File: config.mk
export PLATFORM = sky130hd
export DESIGN_NAME = rmnh_ctrl
export DESIGN_NICKNAME = d
export VERILOG_FILES = /design/src/rtl/core/rmnh_pkg.sv /design/src/rtl/core/rmnh_ctrl.sv
export SDC_FILE = /design/constraint.sdc
export NUM_CORES = 1
export LEC_CHECK = 0
export BUFFER_PORTS_ARGS = -buffer_cell sky130_fd_sc_hd__buf_2
export CORE_UTILIZATION = 40
export CTS_CLUSTER_SIZE = 30
export DETAILED_ROUTE_END_ITERATION = 10
export GPL_TIMING_DRIVEN = 0
export PLACE_DENSITY = 0.57
export SLEW_MARGIN = 20
export SYNTH_ARGS = -nofsm -noshare
export SYNTH_HDL_FRONTEND = slang
export SYNTH_SLANG_ARGS = --single-unit
File: constraint.sdc
create_clock -name clk -period 3.2 [get_ports clk]
set_input_delay 0.64 -clock clk [delete_from_list [all_inputs] [get_ports clk]]
set_output_delay 0.64 -clock clk [all_outputs]
set_load 0.05 [all_outputs]
File: src/rtl/core/rmnh_pkg.sv
`timescale 1ns / 1ps
package rmnh_pkg;

  // Coordinate field width and packed register width.
  localparam int CW     = 21;
  localparam int REG_W  = 3 * CW;
  localparam int VW     = CW + 1;        // one component of a difference vector
  localparam int PW     = 46;            // one component of a cross product
  localparam int SPLIT  = 23;            // low part of a split cross product
  localparam int MW     = 24;            // multiplier operand width
  localparam int ACC_W  = 72;            // accumulator and dot-product width
  localparam int DW     = 32;            // distance width, unsigned Q16.16
  localparam int DFRAC  = 16;
  localparam int IN_CW  = 9 * CW;        // packed vertex coordinates
  localparam int IN_DW  = 192;
  localparam logic [DW-1:0] DIST_MAX = '1;

  localparam int TRI_STEPS  = 36;
  localparam int SLAB_STEPS = 6;

  // Datapath operations.
  localparam logic [3:0] OP_NOP      = 4'd0;
  localparam logic [3:0] OP_CAP      = 4'd1;
  localparam logic [3:0] OP_SETUP    = 4'd2;
  localparam logic [3:0] OP_MAC      = 4'd3;
  localparam logic [3:0] OP_SLAB_END = 4'd4;
  localparam logic [3:0] OP_BOX_WR   = 4'd5;
  localparam logic [3:0] OP_NORM     = 4'd6;
  localparam logic [3:0] OP_DIV_TRI  = 4'd7;
  localparam logic [3:0] OP_TRI_UPD  = 4'd8;
  localparam logic [3:0] OP_EMIT     = 4'd9;

  // Multiplier operand codes.
  localparam logic [4:0] OPD_D0   = 5'd0;
  localparam logic [4:0] OPD_D1   = 5'd1;
  localparam logic [4:0] OPD_D2   = 5'd2;
  localparam logic [4:0] OPD_E10  = 5'd3;
  localparam logic [4:0] OPD_E11  = 5'd4;
  localparam logic [4:0] OPD_E12  = 5'd5;
  localparam logic [4:0] OPD_E20  = 5'd6;
  localparam logic [4:0] OPD_E21  = 5'd7;
  localparam logic [4:0] OPD_E22  = 5'd8;
  localparam logic [4:0] OPD_S0   = 5'd9;
  localparam logic [4:0] OPD_S1   = 5'd10;
  localparam logic [4:0] OPD_S2   = 5'd11;
  localparam logic [4:0] OPD_PL0  = 5'd12;
  localparam logic [4:0] OPD_PL1  = 5'd13;
  localparam logic [4:0] OPD_PL2  = 5'd14;
  localparam logic [4:0] OPD_PH0  = 5'd15;
  localparam logic [4:0] OPD_PH1  = 5'd16;
  localparam logic [4:0] OPD_PH2  = 5'd17;
  localparam logic [4:0] OPD_QL0  = 5'd18;
  localparam logic [4:0] OPD_QL1  = 5'd19;
  localparam logic [4:0] OPD_QL2  = 5'd20;
  localparam logic [4:0] OPD_QH0  = 5'd21;
  localparam logic [4:0] OPD_QH1  = 5'd22;
  localparam logic [4:0] OPD_QH2  = 5'd23;
  localparam logic [4:0] OPD_N1   = 5'd24;
  localparam logic [4:0] OPD_N2   = 5'd25;
  localparam logic [4:0] OPD_DEN  = 5'd26;
  localparam logic [4:0] OPD_MN   = 5'd27;
  localparam logic [4:0] OPD_MD   = 5'd28;
  localparam logic [4:0] OPD_XN   = 5'd29;
  localparam logic [4:0] OPD_XD   = 5'd30;

  // Accumulator destinations.
  localparam logic [3:0] DST_NONE = 4'd0;
  localparam logic [3:0] DST_P0   = 4'd1;
  localparam logic [3:0] DST_P1   = 4'd2;
  localparam logic [3:0] DST_P2   = 4'd3;
  localparam logic [3:0] DST_Q0   = 4'd4;
  localparam logic [3:0] DST_Q1   = 4'd5;
  localparam logic [3:0] DST_Q2   = 4'd6;
  localparam logic [3:0] DST_DET  = 4'd7;
  localparam logic [3:0] DST_UN   = 4'd8;
  localparam logic [3:0] DST_VN   = 4'd9;
  localparam logic [3:0] DST_TN   = 4'd10;
  localparam logic [3:0] DST_UMN  = 4'd11;
  localparam logic [3:0] DST_UXN  = 4'd12;
  localparam logic [3:0] DST_CHK  = 4'd13;

  typedef struct packed {
    logic [4:0] a;
    logic [4:0] b;
    logic       neg;
    logic       clr;
    logic       sh;
    logic [3:0] dst;
  } uop_t;

  typedef struct packed {
    logic [3:0] op;
    logic [1:0] axis;
    uop_t       uop;
  } cmd_t;

  typedef struct packed {
    logic query_open;
    logic par;
    logic box_hit;
    logic box_need_div;
    logic item_mode;
    logic item_idxv;
    logic item_last;
    logic det_zero;
    logic tri_reject;
    logic div_done;
    logic out_free;
  } sts_t;

  function automatic uop_t mk(input logic [4:0] a, input logic [4:0] b, input logic neg,
                              input logic clr, input logic sh, input logic [3:0] dst);
    uop_t u;
    u.a   = a;
    u.b   = b;
    u.neg = neg;
    u.clr = clr;
    u.sh  = sh;
    u.dst = dst;
    return u;
  endfunction

  // Triangle program: p = d x e2, q = s x e1, then det, u, v and t numerators.
  function automatic uop_t tri_uop(input logic [5:0] i);
    uop_t u;
    unique case (i)
      6'd0:  u = mk(OPD_D1,  OPD_E22, 1'b0, 1'b1, 1'b0, DST_NONE);
      6'd1:  u = mk(OPD_D2,  OPD_E21, 1'b1, 1'b0, 1'b0, DST_P0);
      6'd2:  u = mk(OPD_D2,  OPD_E20, 1'b0, 1'b1, 1'b0, DST_NONE);
      6'd3:  u = mk(OPD_D0,  OPD_E22, 1'b1, 1'b0, 1'b0, DST_P1);
      6'd4:  u = mk(OPD_D0,  OPD_E21, 1'b0, 1'b1, 1'b0, DST_NONE);
      6'd5:  u = mk(OPD_D1,  OPD_E20, 1'b1, 1'b0, 1'b0, DST_P2);
      6'd6:  u = mk(OPD_S1,  OPD_E12, 1'b0, 1'b1, 1'b0, DST_NONE);
      6'd7:  u = mk(OPD_S2,  OPD_E11, 1'b1, 1'b0, 1'b0, DST_Q0);
      6'd8:  u = mk(OPD_S2,  OPD_E10, 1'b0, 1'b1, 1'b0, DST_NONE);
      6'd9:  u = mk(OPD_S0,  OPD_E12, 1'b1, 1'b0, 1'b0, DST_Q1);
      6'd10: u = mk(OPD_S0,  OPD_E11, 1'b0, 1'b1, 1'b0, DST_NONE);
      6'd11: u = mk(OPD_S1,  OPD_E10, 1'b1, 1'b0, 1'b0, DST_Q2);
      6'd12: u = mk(OPD_E10, OPD_PL0, 1'b0, 1'b1, 1'b0, DST_NONE);
      6'd13: u = mk(OPD_E10, OPD_PH0, 1'b0, 1'b0, 1'b1, DST_NONE);
      6'd14: u = mk(OPD_E11, OPD_PL1, 1'b0, 1'b0, 1'b0, DST_NONE);
      6'd15: u = mk(OPD_E11, OPD_PH1, 1'b0, 1'b0, 1'b1, DST_NONE);
      6'd16: u = mk(OPD_E12, OPD_PL2, 1'b0, 1'b0, 1'b0, DST_NONE);
      6'd17: u = mk(OPD_E12, OPD_PH2, 1'b0, 1'b0, 1'b1, DST_DET);
      6'd18: u = mk(OPD_S0,  OPD_PL0, 1'b0, 1'b1, 1'b0, DST_NONE);
      6'd19: u = mk(OPD_S0,  OPD_PH0, 1'b0, 1'b0, 1'b1, DST_NONE);
      6'd20: u = mk(OPD_S1,  OPD_PL1, 1'b0, 1'b0, 1'b0, DST_NONE);
      6'd21: u = mk(OPD_S1,  OPD_PH1, 1'b0, 1'b0, 1'b1, DST_NONE);
      6'd22: u = mk(OPD_S2,  OPD_PL2, 1'b0, 1'b0, 1'b0, DST_NONE);
      6'd23: u = mk(OPD_S2,  OPD_PH2, 1'b0, 1'b0, 1'b1, DST_UN);
      6'd24: u = mk(OPD_D0,  OPD_QL0, 1'b0, 1'b1, 1'b0, DST_NONE);
      6'd25: u = mk(OPD_D0,  OPD_QH0, 1'b0, 1'b0, 1'b1, DST_NONE);
      6'd26: u = mk(OPD_D1,  OPD_QL1, 1'b0, 1'b0, 1'b0, DST_NONE);
      6'd27: u = mk(OPD_D1,  OPD_QH1, 1'b0, 1'b0, 1'b1, DST_NONE);
      6'd28: u = mk(OPD_D2,  OPD_QL2, 1'b0, 1'b0, 1'b0, DST_NONE);
      6'd29: u = mk(OPD_D2,  OPD_QH2, 1'b0, 1'b0, 1'b1, DST_VN);
      6'd30: u = mk(OPD_E20, OPD_QL0, 1'b0, 1'b1, 1'b0, DST_NONE);
      6'd31: u = mk(OPD_E20, OPD_QH0, 1'b0, 1'b0, 1'b1, DST_NONE);
      6'd32: u = mk(OPD_E21, OPD_QL1, 1'b0, 1'b0, 1'b0, DST_NONE);
      6'd33: u = mk(OPD_E21, OPD_QH1, 1'b0, 1'b0, 1'b1, DST_NONE);
      6'd34: u = mk(OPD_E22, OPD_QL2, 1'b0, 1'b0, 1'b0, DST_NONE);
      6'd35: u = mk(OPD_E22, OPD_QH2, 1'b0, 1'b0, 1'b1, DST_TN);
      default: u = mk(OPD_D0, OPD_D0, 1'b0, 1'b1, 1'b0, DST_NONE);
    endcase
    return u;
  endfunction

  // Slab program for one axis: update entry, update exit, check for a miss.
  function automatic uop_t slab_uop(input logic [2:0] i);
    uop_t u;
    unique case (i)
      3'd0: u = mk(OPD_N1, OPD_MD,  1'b0, 1'b1, 1'b0, DST_NONE);
      3'd1: u = mk(OPD_MN, OPD_DEN, 1'b1, 1'b0, 1'b0, DST_UMN);
      3'd2: u = mk(OPD_N2, OPD_XD,  1'b0, 1'b1, 1'b0, DST_NONE);
      3'd3: u = mk(OPD_XN, OPD_DEN, 1'b1, 1'b0, 1'b0, DST_UXN);
      3'd4: u = mk(OPD_MN, OPD_XD,  1'b0, 1'b1, 1'b0, DST_NONE);
      3'd5: u = mk(OPD_XN, OPD_MD,  1'b1, 1'b0, 1'b0, DST_CHK);
      default: u = mk(OPD_D0, OPD_D0, 1'b0, 1'b1, 1'b0, DST_NONE);
    endcase
    return u;
  endfunction

endpackage

File: src/rtl/core/rmnh_ctrl.sv
`timescale 1ns / 1ps
// Sequencer: walks the slab program per axis and the triangle program, and
// waits on the divider and the output register.
module rmnh_ctrl (
  input  logic           clk,
  input  logic           rst_n,
  input  logic           in_tvalid,
  output logic           in_tready,
  input  rmnh_pkg::sts_t sts,
  output rmnh_pkg::cmd_t cmd
);

  localparam logic [3:0] ST_IDLE       = 4'd0;
  localparam logic [3:0] ST_SLAB_SETUP = 4'd1;
  localparam logic [3:0] ST_SLAB_MAC   = 4'd2;
  localparam logic [3:0] ST_SLAB_END   = 4'd3;
  localparam logic [3:0] ST_BOX_DIV    = 4'd4;
  localparam logic [3:0] ST_DISPATCH   = 4'd5;
  localparam logic [3:0] ST_TRI_MAC    = 4'd6;
  localparam logic [3:0] ST_TRI_NORM   = 4'd7;
  localparam logic [3:0] ST_TRI_CHECK  = 4'd8;
  localparam logic [3:0] ST_TRI_DIV    = 4'd9;
  localparam logic [3:0] ST_EMIT       = 4'd10;

  logic [3:0] state_r, state_nxt;
  logic [5:0] step_r, step_nxt;
  logic [1:0] axis_r, axis_nxt;
  logic [3:0] fin_state;

  assign fin_state = sts.item_last ? ST_EMIT : ST_IDLE;

  always_comb begin
    state_nxt = state_r;
    step_nxt  = step_r;
    axis_nxt  = axis_r;
    in_tready = 1'b0;
    cmd.op    = rmnh_pkg::OP_NOP;
    cmd.axis  = axis_r;
    cmd.uop   = (state_r == ST_SLAB_MAC) ? rmnh_pkg::slab_uop(step_r[2:0])
                                         : rmnh_pkg::tri_uop(step_r);
    unique case (state_r)
      ST_IDLE: begin
        in_tready = 1'b1;
        if (in_tvalid) begin
          cmd.op    = rmnh_pkg::OP_CAP;
          axis_nxt  = '0;
          state_nxt = sts.query_open ? ST_DISPATCH : ST_SLAB_SETUP;
        end
      end
      ST_SLAB_SETUP: begin
        cmd.op = rmnh_pkg::OP_SETUP;
        if (sts.par) begin
          if (axis_r == 2'd2) begin
            state_nxt = ST_SLAB_END;
          end else begin
            axis_nxt = axis_r + 2'd1;
          end
        end else begin
          step_nxt  = '0;
          state_nxt = ST_SLAB_MAC;
        end
      end
      ST_SLAB_MAC: begin
        cmd.op = rmnh_pkg::OP_MAC;
        if (step_r == 6'(rmnh_pkg::SLAB_STEPS - 1)) begin
          if (axis_r == 2'd2) begin
            state_nxt = ST_SLAB_END;
          end else begin
            axis_nxt  = axis_r + 2'd1;
            state_nxt = ST_SLAB_SETUP;
          end
        end else begin
          step_nxt = step_r + 6'd1;
        end
      end
      ST_SLAB_END: begin
        cmd.op    = rmnh_pkg::OP_SLAB_END;
        state_nxt = sts.box_need_div ? ST_BOX_DIV : ST_DISPATCH;
      end
      ST_BOX_DIV: begin
        if (sts.div_done) begin
          cmd.op    = rmnh_pkg::OP_BOX_WR;
          state_nxt = ST_DISPATCH;
        end
      end
      ST_DISPATCH: begin
        if (sts.item_mode) begin
          state_nxt = ST_EMIT;
        end else if (sts.box_hit && sts.item_idxv) begin
          step_nxt  = '0;
          state_nxt = ST_TRI_MAC;
        end else begin
          state_nxt = fin_state;
        end
      end
      ST_TRI_MAC: begin
        cmd.op = rmnh_pkg::OP_MAC;
        if (step_r == 6'(rmnh_pkg::TRI_STEPS - 1)) begin
          state_nxt = ST_TRI_NORM;
        end else begin
          step_nxt = step_r + 6'd1;
        end
      end
      ST_TRI_NORM: begin
        if (sts.det_zero) begin
          state_nxt = fin_state;
        end else begin
          cmd.op    = rmnh_pkg::OP_NORM;
          state_nxt = ST_TRI_CHECK;
        end
      end
      ST_TRI_CHECK: begin
        if (sts.tri_reject) begin
          state_nxt = fin_state;
        end else begin
          cmd.op    = rmnh_pkg::OP_DIV_TRI;
          state_nxt = ST_TRI_DIV;
        end
      end
      ST_TRI_DIV: begin
        if (sts.div_done) begin
          cmd.op    = rmnh_pkg::OP_TRI_UPD;
          state_nxt = fin_state;
        end
      end
      ST_EMIT: begin
        if (sts.out_free) begin
          cmd.op    = rmnh_pkg::OP_EMIT;
          state_nxt = ST_IDLE;
        end
      end
      default: state_nxt = ST_IDLE;
    endcase
  end

  always_ff @(posedge clk) begin
    if (!rst_n) begin
      state_r <= ST_IDLE;
      step_r  <= '0;
      axis_r  <= '0;
    end else begin
      state_r <= state_nxt;
      step_r  <= step_nxt;
      axis_r  <= axis_nxt;
    end
  end

  a_busy_after_item: assert property (@(posedge clk) disable iff (!rst_n)
    in_tvalid && in_tready |=> !in_tready)
    else $error("input accepted again right after an item");

  a_div_done_waited: assert property (@(posedge clk) disable iff (!rst_n)
    sts.div_done |-> (state_r == ST_BOX_DIV || state_r == ST_TRI_DIV))
    else $error("divider finished while nobody waited for it");

  a_emit_slot_free: assert property (@(posedge clk) disable iff (!rst_n)
    cmd.op == rmnh_pkg::OP_EMIT |-> sts.out_free)
    else $error("result written over an untaken result");

endmodule

After elaboration in Yosys (flattened, before gate mapping). Memories as Yosys holds them, arrays and structs flattened. A register that Yosys moved wholly into a read port is not among the register bits. Cells that the tools add are included.

Divide/modulo/power cells: 0. Eq/ne operators: 31. Bitwise operators: 0. Add/subtract/negate cells: 2. Reductions and logical operators: 9. Magnitude comparators: 0. Multiplexer cells: 40. Shift operators: 0. $mul: 0.

Operators by type and width (count): $pmux 17 s6 (1); $mux 4 (15); $pmux 4 s11 (1); $mux 6 (7); $pmux 4 s9 (1); $pmux 6 s4 (1); $ne 2x2->1 const B (11); $mux 17 (1); $eq 4x3->1 const B (4); $eq 4x4->1 const B (3); $mux 3 (4); $mux 2 (5); $eq 4x2->1 const B (2); $reduce_and 7->1 (1); $add 6x1->6 const B (1); $eq 3x2->1 const B (2); $eq 3x3->1 const B (2); $eq 6x3->1 const B (1); $eq 6x6->1 const B (1); $pmux 2 s3 (1); $reduce_and 6->1 (1); $eq 4x1->1 const B (1); $logic_not 4->1 (1); $reduce_and 4->1 (1); other kinds (11) (13).

Bits of input ports: 14. Register bits: 12. Logic and storage cells: 86. Bits in writable memories: 0. ROM bits: 1024. Bits in latches: 0. Memories kept: 1. Output and inout bits: 24.

Memory list: (no name shown) (words 64, bits a word 16, rd ports 1, clocked after Yosys merged registers in 1, write ports 0, RTL line rmnh_pkg.sv:126) `unique case (i)`.

Longest topological paths before layout. Gate-level depths: netlist (run 1).

Word-level depth: 6. Mapped depth: 13. Mapped depth without buffers: 13.

Worst setup path before layout (run 1). Ideal clock, no wire load.

Kind: register -> register. From: register step_r[0]. To: register (tool-made name). Library setup time: 137 ps. Setup slack: 133 ps. Period minus slack after synthesis: 3067 ps. Cell stages (with the launch flop): 13. Path buffers: 1. Arrival: 2930 ps. Required time: 3063 ps. Cells stage by stage: dfxtp_1 ha_1 nand4bb_4 a211oi_2 o211ai_1 a21oi_1 ha_1 clkbuf_1 inv_1 nor2_1 a31o_2 o211ai_1 o221ai_1.

RTL lines: start: declaration (RTL line rmnh_ctrl.sv:26) `logic [5:0] step_r, step_nxt;`; start signal: assignment (RTL line rmnh_ctrl.sv:143) `step_r <= step_nxt;`.

==> results.json, run 1 <==
{
  "r2r_setup_slack_ps": 100,
  "synthTopCellsByCount": "nand2_1, nor2_1, dfxtp_1, a21oi_1, o21ai_0",
  "syn_avg_cell_area_sq_um": 7.17,
  "final_cell_area_sq_um": 3220,
  "yosysMostFrequentCell": "nand2_1",
  "antenna_cells": 0,
  "cts_sinks": 28,
  "required_ps": 3320,
  "synth-edff-count": 0,
  "total_power_mw": 2.31,
  "path_cells": "ha_2 -> nand4b_1 -> a211oi_4 -> buf_4 -> o211ai_1 -> a21oi_4 -> buf_4 -> inv_1 -> ha_1 -> inv_1 -> nor2_1 -> a32oi_1 -> o221ai_1",
  "slew_headroom_pct": 53.5,
  "syn_nets": 398,
  "io_buffers": 36,
  "ctsHtreeMaxLevel": 1,
  "critPathTopFamily": "compound AO/OA/AOI/OAI gates",
  "sw_frac_of_total_pct": 53.7,
  "row_count": 29,
  "gp_congestion": 0.918,
  "synth.distinct_cells": 70,
  "cts_tree": "yes",
  "maxSlewViolCount": 0,
  "cts.clk_slew.worst_paths_ps": 100,
  "path_max_fanout": 7,
  "setup_viol_count_final": 0,
  "die_x_um": 83.6,
  "pin_count": 38,
  "clockPowerShare_pct": 12.5,
  "holdCritStartpoint": "axis_r[1]$_SDFFE_PN0P_",
  "clk_path_buf_depth": 2,
  "syn2layout_area_growth_pct": 20.9,
  "yosysWarnings": 0,
  "coreArea_sq_um": 6390,
  "skew_ps": 6.18,
  "grt_max_degree": 17,
  "period_minus_slack_ps": 3100,
  "drive_gt1_share_pct": 21.3,
  "comb_power_share_pct": 67.5,
  "initial_utilization_pct": 41.7,
  "dp_hpwl_um": 6380,
  "antenna_found_initial": 0,
  "holdPathStages": 2,
  "drc": 0,
  "post-route-period-util_pct": 96.8,
  "ff2ff_path_depth": 13,
  "rsz0062_at_grt": "true",
  "fillers": 664,
  "vias_per_cell": 6.31,
  "clock-root-buffer": "clkbuf_8",
  "max-cap-violations": 0,
  "synth_area_leaders": "dfxtp_1, ha_1, nand2_1",
  "peakVddDrop_mv": 0.541,
  "grt_pass1_wl_um": 13800,
  "crit_slowest_cell": "dfxtp_4",
  "fmax_mhz": 323,
  "worst_slew_pin_slew_ps": 692,
  "synth_top_flop_cell": "dfxtp_1",
  "fin_nets": 450,
  "synth_seq_area_share_pct": 21.1,
  "dr.first_iter.drc_count": 346,
  "endpoint_kind": "flop",
  "ant_nets": 0,
  "critPathKind": "reg2reg",
  "cts_buffers": 3,
  "cp_slowest_stage_delay_ps": 430,
  "critPathBufInv": 4,
  "netlist_instances": 371,
  "switching_power_mw": 1.24,
  "worst_skew_pair.late_latency_ps": 280,
  "power.internal_mw": 1.07,
  "design.die.area_sq_um": 6980,
  "seqPwrFrac_pct": 20.0,
  "synthArstFlopShare_pct": 0,
  "grt.total_usage_pct": 24.2,
  "status": "completed",
  "cp.arrival_ps": 3220,
  "whs_ps": 550,
  "hold_violations": 0,
  "grt-ovfl-total": 0,
  "timing.rr.start": "step_r[0]$_SDFFE_PN0N_",
  "start_kind": "flop",
  "ys_seq_elements": 28,
  "power.leakage_nw": 1.33,
  "min_to": "axis_r[1]$_SDFFE_PN0P_",
  "drt-pass1-iter-count": 8,
  "num_vias": 3149,
  "hp-class": "reg2reg",
  "netlist.area_leader.share_pct": 21.1,
  "place_area_sq_um": 2940,
  "grt_pass1_vias": 2669,
  "wl_per_cell_um": 17.9,
  "syn_area_sq_um": 2660,
  "dieHeight_um": 83.6,
  "yosys.area.top_type": "dfxtp_1",
  "routed_wl_um": 8950,
  "powerDensity_nw_per_um2": 719
}
-- worst max-delay path by stage --
| stage | from | end | slack [ps] | cells past startpoint |
|---|---|---|---|---|
| after floorplan | step_r[0]$_SDFFE_PN0N_ | flop | 130 | 12 |
| after global placement | step_r[0]$_SDFFE_PN0N_ | flop | -700 | 11 |
| after detailed placement | step_r[0]$_SDFFE_PN0N_ | flop | -680 | 11 |
| after CTS | step_r[1]$_SDFFE_PN0N_ | flop | 50 | 11 |
| after global routing | step_r[0]$_SDFFE_PN0N_ | flop | -40 | 11 |
| final | step_r[0]$_SDFFE_PN0N_ | flop | 100 | 13 |
-- power by group through the flow --
| stage | logic, mW | registers, mW | clock network, mW |
|---|---|---|---|
| floorplan | 1.10 | 0.474 | 0 |
| global placement | 1.43 | 0.462 | 0 |
| detailed placement | 1.43 | 0.463 | 0 |
| CTS | 1.48 | 0.459 | 0.290 |
| global route | 1.66 | 0.468 | 0.305 |
| finish | 1.56 | 0.462 | 0.289 |
-- worst register-to-register path: cells and delay by family (launching register included) --
| kind | cells | cell delay [ps] |
|---|---|---|
| AOI/OAI and AO/OA | 5 | 1120 |
| and+or+nand+nor | 2 | 290 |
| DFF | 1 | 430 |
| adders and majority gates | 2 | 520 |
| buffers and inverters | 4 | 580 |
-- area by class of cell --
type | instances | area [sq um] | share of cell area (%)
tap | 77 | 96.3 | 2.99
clock buffer | 3 | 41.3 | 1.28
sequential | 28 | 566 | 17.6
buffer | 24 | 120 | 3.73
inverter | 22 | 83.8 | 2.61
clock inverter | 1 | 30.0 | 0.933
timing repair buffer | 48 | 270 | 8.40
multi-input combinational | 296 | 2010 | 62.5
-- cell usage in the layout, fill, tap and decap left out, drive strengths merged, types with 4 or more instances in the layout --
| cell type | netlist | routed |
|---|---|---|
| a211o | 4 | 4 |
| a21oi | 26 | 26 |
| a2bb2oi | 4 | 4 |
| a31oi | 8 | 8 |
| buf | 13 | 59 |
| clkbuf | 12 | 16 |
| dfxtp | 28 | 28 |
| ha | 13 | 13 |
| inv | 21 | 21 |
| mux2i | 5 | 5 |
| nand2 | 40 | 40 |
| nand2b | 5 | 5 |
| nand3 | 14 | 14 |
| nand4 | 5 | 5 |
| nor2 | 39 | 39 |
| nor2b | 6 | 6 |
| nor3 | 14 | 14 |
| o211ai | 6 | 6 |
| o21ai | 31 | 31 |
| o32a | 4 | 4 |
| or3 | 5 | 5 |
| xnor2 | 5 | 5 |
-- timing repair --
action / in CTS / in global routing
pin swaps: 1 / 9
endpoints found under the setup margin: 22 / 20
resized for setup: 14 / 18
hold buffers: 0 / 0
setup buffers: 1 / 11
-- metrics by stage --
stage / std cells / setup slack, ps / utilization (%) / TNS, ps
after floorplan: 371 / 133 / - / 0
after global placement: 484 / -701 / 46.0 / -3250
after detailed placement: 484 / -681 / 46.0 / -2860
after CTS: 488 / 52.8 / 48.5 / 0
after global routing: 499 / -42.1 / 50.4 / -82.2
final: 499 / 102 / 50.4 / 0
-- metal layers --
metal / vias up / global-route usage (%) / routed length [um]
met5: - / 0 / 0
met4: 0 / 6.01 / 207
met3: 23 / 3.56 / 805
met2: 174 / 36.2 / 3770
met1: 1480 / 36.3 / 4160
li1: 1472 / - / -
-- logic make-up (layout without fill, tap and decap cells) --
kind of cell | Yosys count | after routing | synth area share (%)
simple gates | 146 | 146 | 27.8
flops | 28 | 28 | 21.1
compound gates | 126 | 126 | 33.7
mux | 5 | 5 | 1.88
fa+ha+maj | 13 | 13 | 6.11
xor+xnor | 6 | 6 | 1.98
buf+inv | 47 | 98 | 7.48
Note: power is estimated with default switching activity, not from simulation.
==> run 2: changes to the inputs <==
CORE_ASPECT_RATIO = 1.25   (was not set)
==> run 2 against run 1 <==
Die area barely moved. Combinational power barely moved. Sequential cell count did not move. Design area fell by 0.47%.
==> results.json, run 2 (synthesis results as in run 1) <==
{
  "antenna_found_initial": 1,
  "rsz0062_at_grt": "true",
  "layout_common_cells": "buf_2, nand2_1, nor2_1, o21ai_0, dfxtp_1",
  "min_to": "axis_r[1]$_SDFFE_PN0P_",
  "place_area_sq_um": 2950,
  "cp_slowest_stage_delay_ps": 400,
  "final_cell_area_sq_um": 3200,
  "drive_gt1_share_pct": 21.0,
  "dr.first_iter.drc_count": 191,
  "routed_wl_um": 8950,
  "path_max_fanout": 10,
  "num_vias": 3003,
  "critPathKind": "reg2reg",
  "fillers": 649,
  "status": "completed",
  "dieHeight_um": 93.2,
  "peakVddDrop_mv": 0.311,
  "vias_per_cell": 5.96,
  "post-route-period-util_pct": 95.6,
  "cp.arrival_ps": 3230,
  "pin_count": 38,
  "worst_skew_pair.late_latency_ps": 290,
  "whs_ps": 550,
  "cp_common_cell": "buf_4",
  "die_x_um": 74.9,
  "cts_sinks": 28,
  "holdPathStages": 2,
  "fmax_mhz": 327,
  "endpoint_kind": "flop",
  "ant_nets": 0,
  "ctsHtreeMaxLevel": 1,
  "placed_cells": 492,
  "cts_buffers": 3,
  "utilization_pct": 50.9,
  "ff2ff_path_depth": 12,
  "clock-root-buffer": "clkbuf_8",
  "instances_no_fill": 504,
  "gp_congestion": 0.901,
  "grt_max_degree": 17,
  "grt_pass1_vias": 2813,
  "row_count": 32,
  "dp_hpwl_um": 6810,
  "cts.clk_slew.worst_paths_ps": 110,
  "antenna_cells": 0,
  "skew_ps": 10.7,
  "max-cap-violations": 0,
  "initial_utilization_pct": 42.3,
  "final_common_cell": "buf_2",
  "grt-ovfl-total": 0,
  "slew_headroom_pct": 53.3,
  "maxSlewViolCount": 0,
  "path_cells": "ha_1 -> nand4b_1 -> buf_4 -> a2111oi_4 -> buf_4 -> nor2_2 -> o22a_1 -> inv_1 -> clkbuf_4 -> nor2_1 -> a211o_1 -> a221o_1",
  "period_minus_slack_ps": 3060,
  "cts_hold_buffers": 0,
  "wl_per_cell_um": 17.8,
  "io_buffers": 36,
  "hold_violations": 0,
  "fin_nets": 447,
  "clk_path_buf_depth": 2,
  "setup_viol_count_final": 0,
  "required_ps": 3370,
  "drt-pass1-iter-count": 5,
  "grt_pass1_wl_um": 13900,
  "powerDensity_nw_per_um2": 711,
  "hp-class": "reg2reg",
  "crit_slowest_cell": "dfxtp_2",
  "grt.total_usage_pct": 26.0,
  "design.die.area_sq_um": 6980,
  "cts_tree": "yes",
  "total_power_mw": 2.28,
  "coreArea_sq_um": 6290,
  "drc": 0,
  "power.leakage_nw": 1.31,
  "worst_slew_pin_slew_ps": 696,
  "start_kind": "flop",
  "syn2layout_area_growth_pct": 20.4,
  "r2r_setup_slack_ps": 140,
  "holdCritStartpoint": "axis_r[1]$_SDFFE_PN0P_",
  "timing.rr.start": "step_r[1]$_SDFFE_PN0N_"
}
run 2: report_power, final:
| group | internal, mW | switching [mW] |
|---|---|---|
| combinational | 0.463 | 1.06 |
| sequential | 0.415 | 0.0477 |
| clock | 0.168 | 0.121 |
run 2: cell type report:
class / count / area, sq um / share of cell area, %
Sequential cell: 28 / 566 / 17.7
Timing Repair Buffer: 45 / 248 / 7.74
Clock buffer: 3 / 41.3 / 1.29
Inverter: 22 / 87.6 / 2.74
Multi-Input combinational cell: 296 / 2000 / 62.6
Tap cell: 85 / 106 / 3.32
Buffer: 24 / 119 / 3.71
Clock inverter: 1 / 30.0 / 0.938
run 2: critical path: cells and delay by family (launching register included):
family,cells,cell delay (ps)
AO/OA/AOI/OAI,4,1200
AND/OR/NAND/NOR,3,390
buffers and inverters,4,720
flip-flops,1,400
adder cells (fa/ha/maj),1,240
run 2: per-stage QoR:
stage | setup WS [ps] | setup TNS [ps]
6_report | 140 | 0
5_1_grt | -50.3 | -59.3
4_1_cts | 42.0 | 0
3_5_place_dp | -740 | -3480
3_3_place_gp | -764 | -3420
2_1_floorplan | 133 | 0
run 2: metal layers:
| layer | vias up | global-route usage (%) | wire [um] |
|---|---|---|---|
| met4 | 2 | 14.3 | 332 |
| li1 | 1477 | - | - |
| met3 | 31 | 3.02 | 361 |
| met2 | 115 | 46.4 | 4600 |
| met1 | 1378 | 29.2 | 3640 |
| met5 | - | 0 | 13 |
run 2: how the worst max path moves through the flow:
stage,to,from,slack [ps],cells past startpoint
2_1_floorplan,flop,step_r[0]$_SDFFE_PN0N_,130,12
3_3_place_gp,flop,step_r[0]$_SDFFE_PN0N_,-760,12
3_5_place_dp,flop,step_r[0]$_SDFFE_PN0N_,-740,12
4_1_cts,cmd[6],step_r[2]$_SDFFE_PN0N_,40,7
5_1_grt,flop,step_r[1]$_SDFFE_PN0N_,-50,11
6_report,flop,step_r[1]$_SDFFE_PN0N_,140,12
run 2: what timing repair did:
action / CTS / global route
resized for setup: 14 / 17
buffers inserted: 4 / 5
endpoints found under the setup margin: 21 / 22
pin swaps: 2 / 7
